<file path="config.mk">
export PLATFORM = sky130hd
export DESIGN_NAME = rsf_hist
export DESIGN_NICKNAME = d
export VERILOG_FILES = /design/src/rtl/core/rsf_pkg.sv /design/src/rtl/core/rsf_hist.sv
export SDC_FILE = /design/constraint.sdc
export NUM_CORES = 1
export LEC_CHECK = 0
export ABC_CLOCK_PERIOD_IN_PS = 11500
export BUFFER_PORTS_ARGS = -buffer_cell sky130_fd_sc_hd__buf_2
export CAP_MARGIN = 20
export CORE_UTILIZATION = 40
export DETAILED_ROUTE_END_ITERATION = 8
export RECOVER_POWER = 100
export SLEW_MARGIN = 20
export SYNTH_ARGS = -nofsm -noshare
export SYNTH_HDL_FRONTEND = slang
export SYNTH_SLANG_ARGS = --single-unit
</file>
<file path="constraint.sdc">
create_clock -name clk -period 11.5 [get_ports clk]
set_input_delay 0.575 -clock clk [delete_from_list [all_inputs] [get_ports clk]]
set_output_delay 0.575 -clock clk [all_outputs]
set_load 0.02 [all_outputs]
</file>
<file path="src/rtl/core/rsf_pkg.sv">
package rsf_pkg;

  // Fixed field widths of the ports.
  localparam int CFG_W     = 11;
  localparam int CFG_IDX_W = 1;
  localparam int CHAN_W    = 8;
  localparam int HIST_W    = 24;

  // Defaults for the top-level parameters.
  localparam int DEF_MAX_WIDTH      = 1024;
  localparam int DEF_MAX_HEIGHT     = 1024;
  localparam int DEF_BIN_COUNT_BITS = 24;

  // Register reset values (before clamping to the supported range).
  localparam int RESET_WIDTH  = 640;
  localparam int RESET_HEIGHT = 480;

  // Register indexes.
  localparam logic [CFG_IDX_W-1:0] CFG_IDX_WIDTH  = 1'b0;
  localparam logic [CFG_IDX_W-1:0] CFG_IDX_HEIGHT = 1'b1;

  // Operation codes.
  localparam logic OP_PIXEL = 1'b0;
  localparam logic OP_DRAIN = 1'b1;

  // Luma weights in Q16 with a half-LSB rounding term.
  localparam int LUMA_SUM_W = 24;
  localparam int LUMA_WR    = 13933;
  localparam int LUMA_WG    = 46871;
  localparam int LUMA_WB    = 4732;
  localparam int LUMA_ROUND = 32768;

  // Histogram bin split points and bin codes.
  localparam logic [CHAN_W-1:0] LUMA_EDGE_LOW    = 8'd51;
  localparam logic [CHAN_W-1:0] LUMA_EDGE_MID    = 8'd102;
  localparam logic [CHAN_W-1:0] LUMA_EDGE_HIGH   = 8'd153;
  localparam logic [CHAN_W-1:0] LUMA_EDGE_BRIGHT = 8'd204;

  localparam int NUM_BINS = 5;
  localparam int BIN_SEL_W = 3;
  localparam logic [BIN_SEL_W-1:0] BIN_DARK   = 3'd0;
  localparam logic [BIN_SEL_W-1:0] BIN_LOW    = 3'd1;
  localparam logic [BIN_SEL_W-1:0] BIN_MID    = 3'd2;
  localparam logic [BIN_SEL_W-1:0] BIN_HIGH   = 3'd3;
  localparam logic [BIN_SEL_W-1:0] BIN_BRIGHT = 3'd4;

  typedef struct packed {
    logic [CHAN_W-1:0] red;
    logic [CHAN_W-1:0] green;
    logic [CHAN_W-1:0] blue;
  } pixel_t;

  // One filtered pixel on its way to the histogram stage.
  typedef struct packed {
    pixel_t pix;
    logic   last_px;
  } result_t;

endpackage

</file>
<file path="src/rtl/core/rsf_hist.sv">
module rsf_hist #(
  parameter int BIN_COUNT_BITS = rsf_pkg::DEF_BIN_COUNT_BITS
) (
  input  logic                                                 clk,
  input  logic                                                 rst_n,
  input  logic                                                 in_valid,
  output logic                                                 in_ready,
  input  rsf_pkg::result_t                                     in_res,
  output logic                                                 out_valid,
  input  logic                                                 out_ready,
  output rsf_pkg::result_t                                     out_res,
  output logic [rsf_pkg::NUM_BINS-1:0][rsf_pkg::HIST_W-1:0]   bin_cnt
);
  import rsf_pkg::*;

  logic                      s3_valid_r;
  result_t                   s3_res_r;
  logic [LUMA_SUM_W-1:0]     prod_red_r;
  logic [LUMA_SUM_W-1:0]     prod_grn_r;
  logic [LUMA_SUM_W-1:0]     prod_blu_r;
  logic                      out_valid_r;
  result_t                   out_res_r;
  logic [BIN_COUNT_BITS-1:0] bin_r [NUM_BINS];

  logic                      out_adv;
  logic                      s3_adv;
  logic                      load_out;
  logic [LUMA_SUM_W-1:0]     luma_sum;
  logic [CHAN_W-1:0]         luma;
  logic [BIN_SEL_W-1:0]      bin_sel;

  // Each stage moves on when its successor is empty or moving.
  assign out_adv  = !out_valid_r || out_ready;
  assign s3_adv   = !s3_valid_r || out_adv;
  assign in_ready = s3_adv;
  assign load_out = s3_valid_r && out_adv;

  // Product stage: the three weighted channels, one multiplier each.
  always_ff @(posedge clk) begin
    if (!rst_n) begin
      s3_valid_r <= 1'b0;
    end else if (s3_adv) begin
      s3_valid_r <= in_valid;
    end
    if (in_valid && s3_adv) begin
      s3_res_r   <= in_res;
      prod_red_r <= LUMA_SUM_W'(in_res.pix.red) * LUMA_SUM_W'(LUMA_WR);
      prod_grn_r <= LUMA_SUM_W'(in_res.pix.green) * LUMA_SUM_W'(LUMA_WG);
      prod_blu_r <= LUMA_SUM_W'(in_res.pix.blue) * LUMA_SUM_W'(LUMA_WB);
    end
  end

  // Rounded luma and its bin.
  always_comb begin
    luma_sum = prod_red_r + prod_grn_r + prod_blu_r + LUMA_SUM_W'(LUMA_ROUND);
    luma     = luma_sum[LUMA_SUM_W-1:LUMA_SUM_W-CHAN_W];
    if (luma < LUMA_EDGE_LOW) begin
      bin_sel = BIN_DARK;
    end else if (luma < LUMA_EDGE_MID) begin
      bin_sel = BIN_LOW;
    end else if (luma < LUMA_EDGE_HIGH) begin
      bin_sel = BIN_MID;
    end else if (luma < LUMA_EDGE_BRIGHT) begin
      bin_sel = BIN_HIGH;
    end else begin
      bin_sel = BIN_BRIGHT;
    end
  end

  // Output register; the bins always hold the counts as of the pixel it shows.
  always_ff @(posedge clk) begin
    if (!rst_n) begin
      out_valid_r <= 1'b0;
      for (int k = 0; k < NUM_BINS; k++) begin
        bin_r[k] <= '0;
      end
    end else begin
      if (out_adv) begin
        out_valid_r <= s3_valid_r;
      end
      if (load_out) begin
        for (int k = 0; k < NUM_BINS; k++) begin
          if (bin_sel == BIN_SEL_W'(k) && bin_r[k] != '1) begin
            bin_r[k] <= bin_r[k] + BIN_COUNT_BITS'(1);
          end
        end
      end
    end
    if (load_out) begin
      out_res_r <= s3_res_r;
    end
  end

  assign out_valid = out_valid_r;
  assign out_res   = out_res_r;

  always_comb begin
    for (int k = 0; k < NUM_BINS; k++) begin
      bin_cnt[k] = HIST_W'(bin_r[k]);
    end
  end

endmodule

</file>
==> results of run 1 <==
[cell type report]
class | count | area share [%]
clock buffer | 37 | 3.74
timing repair buffer | 182 | 3.50
clock inverter | 14 | 0.991
inverter | 259 | 4.81
sequential | 233 | 34.5
multi-input combinational | 1051 | 48.8
tap | 592 | 3.67
[Yosys cell counts (3+ instances only)]
library cell and count:
inv_1 259, edfxtp_1 231, ha_1 204, fa_1 101, a31oi_2 99, xor2_1 83, xnor2_1 77, nand2_1 72
nor2_1 65, nand3_1 62, a21oi_1 37, and3_1 33, o21ai_0 32, a31oi_1 23, buf_6 22, nor3_1 14
nor2b_1 13, nand4_1 12, clkbuf_1 11, nand2b_1 11, and2_1 10, buf_4 10, a21o_1 8, o21a_1 8
a21boi_0 7, or2_2 7, o211ai_1 6, and4_1 5, buf_2 4, o31a_1 4, or3_1 4, a211o_1 3
a211oi_1 3, a211oi_2 3, o21bai_1 3, o41ai_1 3
[flip-flops by register name (all words and copies together) (netlist names)]
name        flops
bin_r         120
out_res        25
out_valid       1
prod_blu_r     18
prod_grn_r     23
prod_red_r     20
s3_res_r       25
s3_valid_r      1
[routing by layer]
metal	global-route usage, %	vias up
li1	-	5909
met1	21.8	5818
met2	27.7	215
met3	2.02	49
met4	4.44	0
met5	0	-
[metrics by stage]
step	worst slack, ns	power (mW)	util, %
6_report	3.55	6.57	45.3
5_1_grt	2.93	7.16	45.3
4_1_cts	5.40	6.77	46.0
3_5_place_dp	5.44	5.80	43.9
3_3_place_gp	5.50	5.70	43.9
2_1_floorplan	6.07	4.93	-
[path summary, 6_finish.rpt]
path	cells past startpoint	slack, ns	to
hold reg to reg	0	0.41	out_res[16]
setup / recovery	15	3.55	bin_r[0][88]
hold / removal	1	0.20	s3_res_r[0]
setup reg to reg	15	3.55	bin_r[0][88]
[power breakdown]
part / internal [mW] / switching [mW] / leakage (nW)
clock: 0.572 / 0.353 / 0.459
combinational: 1.51 / 2.38 / 5.40
sequential: 1.47 / 0.287 / 2.33
total: 3.55 / 3.02 / 8.19
[cell families (layout without fill, tap and decap cells)]
logic type                 count (synthesis)  after routing
and+or+nand+nor                          324            324
buffers and inverters                    306            492
adders and majority gates                305            305
AOI/OAI and AO/OA                        261            261
DFF                                      233            233
xor gates and xnor gates                 160            160
muxes                                      1              1
==> impl_metrics.py, run 1 <==
metrics = {
    "sta": {
        "drv_slew": 150,
        "finalSetupViolations": 0,
        "fin_skew_ns": 0.0171,
        "hold_viol_final": 0,
        "setup_tns_ns": 0,
        "timing.final.crit_share_pct": 69.1,
        "tightest_slew_ns": 4.14,
        "grt_setup_unrepaired": "false",
        "fmax_mhz": 126,
        "post-route-min-period_ns": 7.95,
        "hold_ws_ns": 0.199,
        "max-slew-margin-rel_pct": -176,
    },
    "final_layout": {
        "antennaDiodeCount": 0,
        "drive_gt1_share_pct": 8.56,
        "fin_area_sq_um": 20200,
        "regArea_sq_um": 6980,
        "final_nets": 2090,
        "area_growth_pct": 10.5,
        "multiInputGateArea_sq_um": 9860,
        "fillers": 4241,
        "final_cell_mix": "inv_1 (259), edfxtp_1 (231), ha_1 (204)",
        "final_cells": 2368,
        "layout_commonest_cell": "inv_1",
    },
    "clock_tree": {
        "cts_sinks": 233,
        "clockRootBuffer": "clkbuf_16",
        "clk_pin_slew_ns": 0.06,
        "cts-resized-gates": 0,
        "cts_setup_buffers": 0,
        "tritoncts": "done",
        "clock_latency_ns": 0.56,
        "cts_buffers": 29,
        "cts_hold_buf": 0,
        "cts.htree.levels": 1,
        "clockBufferDepth": 3,
    },
    "worst_setup_path": {
        "crit_start": "prod_red_r[7]",
        "cp-end-kind": "flop",
        "cp.buffers_inverters": 2,
        "worstPathMaxFanout": 49,
        "startpoint_type": "flop",
        "arrival_ns": 7.95,
        "worstSetupPathType": "reg2reg",
        "slowest_stage": "or3b_1",
        "cp_top_family": "simple AND/OR/NAND/NOR gates",
        "cp.required_ns": 11.51,
        "max_stage_delay_ns": 1.94,
        "reg2reg_from": "prod_red_r[7]",
        "path_cells": "inv_1, fa_1, inv_1, ha_1, ha_1, a211oi_1, o21bai_1, o211a_1, o31a_1, a21o_1, a2111oi_0, nor4_2, o221ai_1, or3b_1, nand2_1",
    },
    "floorplanning": {
        "design.core.area_sq_um": 44600,
        "die_y_um": 216,
        "num_rows": 77,
        "fp.dieW_um": 216,
        "start_util_pct": 41.0,
        "die_area_sq_um": 46600,
        "ioPinCount": 176,
    },
    "logic_synthesis": {
        "synth_edf_count": 231,
        "synth_compound_area_share_pct": 12.7,
        "muxShareOfSynthArea_pct": 0.0548,
        "yosys.area_share.simple_pct": 8.93,
        "syn_area_sq_um": 18300,
        "synth_warnings": 0,
        "synth_xor_xnor_area_share_pct": 7.67,
        "synth_fa_ha_area_share_pct": 25.0,
        "seq_area_frac_synth_pct": 38.2,
        "yosysTopAreaCell": "edfxtp_1",
        "synth_top_family_by_area": "adder cells",
        "synth.avg_cell_area_sq_um": 11.5,
        "syn_inst": 1590,
        "ys_ff_latch": 233,
        "synth_fp_nets": 1924,
        "synthFlopType": "edfxtp_1",
        "yosys-top-cells-area": "edfxtp_1 (38%), ha_1 (14%), fa_1 (11%)",
        "synth_top_area_share_pct": 37.9,
        "ys_types": 66,
        "async_flop_share_pct": 0,
    },
    "power_and_ir_drop": {
        "p_per_area_nw_per_um2": 325,
        "p_leak_nw": 8.19,
        "ir_drop_mv": 0.284,
    },
    "routing": {
        "wl_met3_mm": 1.63,
        "route.vias.total": 12000,
        "drt_pass1_iterations": 5,
        "wl_met2_mm": 18.2,
        "viasPerCell": 5.06,
        "drtIter0Drc": 646,
        "met1_length_mm": 17.1,
        "finalWirelength_mm": 37.8,
        "final_antenna_net_count": 0,
        "drcViolationCount": 0,
        "wire_per_inst_um": 16.0,
        "highest_layer": "met4",
    },
    "grt": {
        "grt_antenna_before_repair": 0,
        "grt_max_degree": 74,
        "grt_pass1_wl_mm": 61.9,
        "gr-total-overflow": 0,
        "grt_pass1_vias": 12100,
        "grtUsageTotal_pct": 16.3,
    },
    "place": {
        "portBuffers": 175,
        "place_area_sq_um": 19600,
        "place_inst": 2317,
        "dp_hpwl_mm": 27.8,
        "gp_congestion": 0.858,
    },
    "hold_path": {
        "min_path_type": "in2reg",
        "hold_start": "in_res[0]",
    },
    "outcome": {
        "status": "complete, but fails checks",
        "violations": "max-capacitance violations, max-slew violations",
    },
    "job": {
        "drv_cap": 3,
    },
}
Power figures use the tool's default switching activity.
==> run 2, diff against run 1 <==
ABC_CLOCK_PERIOD_IN_PS = 6910   (was 11500)
clock period = 6.91 ns   (was 11.5 ns; I/O delays follow)
==> impl_metrics.py, run 2 (same netlist as run 1, synthesis figures left out) <==
metrics = {
    "routing": {
        "route.vias.total": 12000,
        "finalWirelength_mm": 38.1,
        "final_antenna_net_count": 0,
        "drt_pass1_iterations": 4,
        "drtIter0Drc": 853,
        "viasPerCell": 5.05,
        "drcViolationCount": 0,
        "wire_per_inst_um": 16.0,
    },
    "grt": {
        "grt_pass1_vias": 12200,
        "grtUsageTotal_pct": 16.4,
        "grt_pass1_wl_mm": 62.3,
        "gr-total-overflow": 0,
        "grt_antenna_before_repair": 0,
        "busiest_layer": "met2",
        "grt_max_degree": 121,
        "met3_usage_pct": 2.18,
        "gr-usage-met1_pct": 21.9,
        "grtUsageMet2_pct": 27.6,
    },
    "final_layout": {
        "final_cells": 2375,
        "layout_commonest_cell": "inv_1",
        "largest_reg_flops": 120,
        "drive_gt1_share_pct": 8.52,
        "fillers": 4253,
        "final_cell_mix": "inv_1 (259), edfxtp_1 (231), ha_1 (204)",
        "final_nets": 2094,
        "area_growth_pct": 10.7,
        "antennaDiodeCount": 0,
        "top_register": "bin_r",
    },
    "sta": {
        "drv_slew": 96,
        "fin_skew_ns": 0.0171,
        "post-route-min-period_ns": 5.77,
        "max-slew-margin-rel_pct": -161,
        "fmax_mhz": 173,
        "grt_setup_unrepaired": "false",
        "hold_viol_final": 0,
        "setup_tns_ns": 0,
        "finalSetupViolations": 0,
        "timing.final.crit_share_pct": 83.5,
        "tightest_slew_ns": 3.91,
    },
    "clock_tree": {
        "cts_sinks": 233,
        "clockRootBuffer": "clkbuf_16",
        "clk_pin_slew_ns": 0.06,
        "tritoncts": "done",
        "cts_hold_buf": 2,
        "cts.htree.levels": 1,
        "cts-resized-gates": 0,
        "cts_setup_buffers": 0,
        "clock_latency_ns": 0.56,
        "clockBufferDepth": 3,
        "cts_buffers": 29,
    },
    "place": {
        "gp_congestion": 0.819,
        "portBuffers": 175,
        "dp_hpwl_mm": 27.8,
        "place_inst": 2319,
    },
    "power_and_ir_drop": {
        "power_frac_comb_pct": 59.7,
        "switchingPower_mw": 5.10,
        "p_leak_nw": 8.22,
        "intPower_mw": 5.86,
        "ir_drop_mv": 0.787,
        "post-layout-total-power_mw": 11.0,
        "p_per_area_nw_per_um2": 541,
        "p_clk_share_pct": 13.6,
        "seq_power_share_pct": 26.7,
        "sw_frac_of_total_pct": 46.5,
    },
    "worst_setup_path": {
        "startpoint_type": "flop",
        "cp.required_ns": 7.08,
        "slowest_stage": "clkbuf_1",
        "path_cells": "inv_1, fa_1, inv_1, ha_1, ha_1, a211oi_1, o21bai_1, o211a_1, o31a_1, a21o_1, a2111oi_4, o41ai_1, nor4_1, nand2b_1, clkbuf_1",
        "worstSetupPathType": "reg2reg",
        "arrival_ns": 5.93,
        "cp-end-kind": "flop",
        "max_stage_delay_ns": 0.97,
        "worstPathMaxFanout": 24,
    },
    "floorplanning": {
        "ioPinCount": 176,
        "die_y_um": 216,
        "design.core.area_sq_um": 44600,
        "num_rows": 77,
        "die_area_sq_um": 46600,
        "start_util_pct": 41.0,
        "fp.dieW_um": 216,
    },
    "outcome": {
        "violations": "max-capacitance violations, max-slew violations",
        "status": "complete, but fails checks",
    },
    "hold_path": {
        "min_path_type": "in2reg",
    },
    "job": {
        "drv_cap": 2,
    },
}
==> run 2: worst paths after layout <==
check,startpoint,end,slack (ns),depth (start not counted)
setup / recovery,prod_red_r[7],bin_r[0][20],1.14,15
hold / removal,in_valid,s3_valid_r,0.08,3
setup reg to reg,prod_red_r[7],bin_r[0][20],1.14,15
hold reg to reg,s3_res_r[2],out_res[2],0.41,0
==> run 2: metal layers <==
metal  part of all wire, %  up-vias  wire length, um
met5                     0        -                0
met4                   2.2        0              830
met3                   4.4       53             1690
met2                    48      216            18100
met1                    46     5818            17400
li1                      -     5918                -
==> run 2: metrics by stage <==
stage	setup slack, ns	util [%]	hold slack, ns	area, sq um
6_report	1.14	45.4	0.0759	20200
3_5_place_dp	1.44	44.0	0.406	19600
5_1_grt	0.739	45.4	0.0602	20200
4_1_cts	1.41	46.2	0.0138	20600
3_3_place_gp	1.60	44.0	0.402	19600
2_1_floorplan	1.48	-	0.400	18300
==> run 2: cell type report <==
type                    instances  area, sq um  area share (%)
clock inverters                21          196           0.971
well taps                     592          741            3.66
flip-flops and latches        233         6980            34.5
multi-input cells            1051         9840            48.6
clock buffers                  33          741            3.66
inverters                     259          972            4.80
repair buffers                186          772            3.81
==> run 2: critical path, delay by kind of cell, from the launching register on <==
family          cells  cell delay (ns)
buf+inv             3             1.07
simple gates        2             0.77
fa+ha+maj           3             1.14
compound gates      7             2.04
flops               1             0.33
==> run 2: power groups by stage <==
stage	Combinational [mW]	Sequential [mW]	Clock, mW
2_1_floorplan	4.95	3.25	0
3_3_place_gp	6.61	2.91	0
3_5_place_dp	6.76	2.94	0
4_1_cts	6.81	2.91	1.55
5_1_grt	7.32	3.00	1.60
6_report	6.54	2.92	1.49
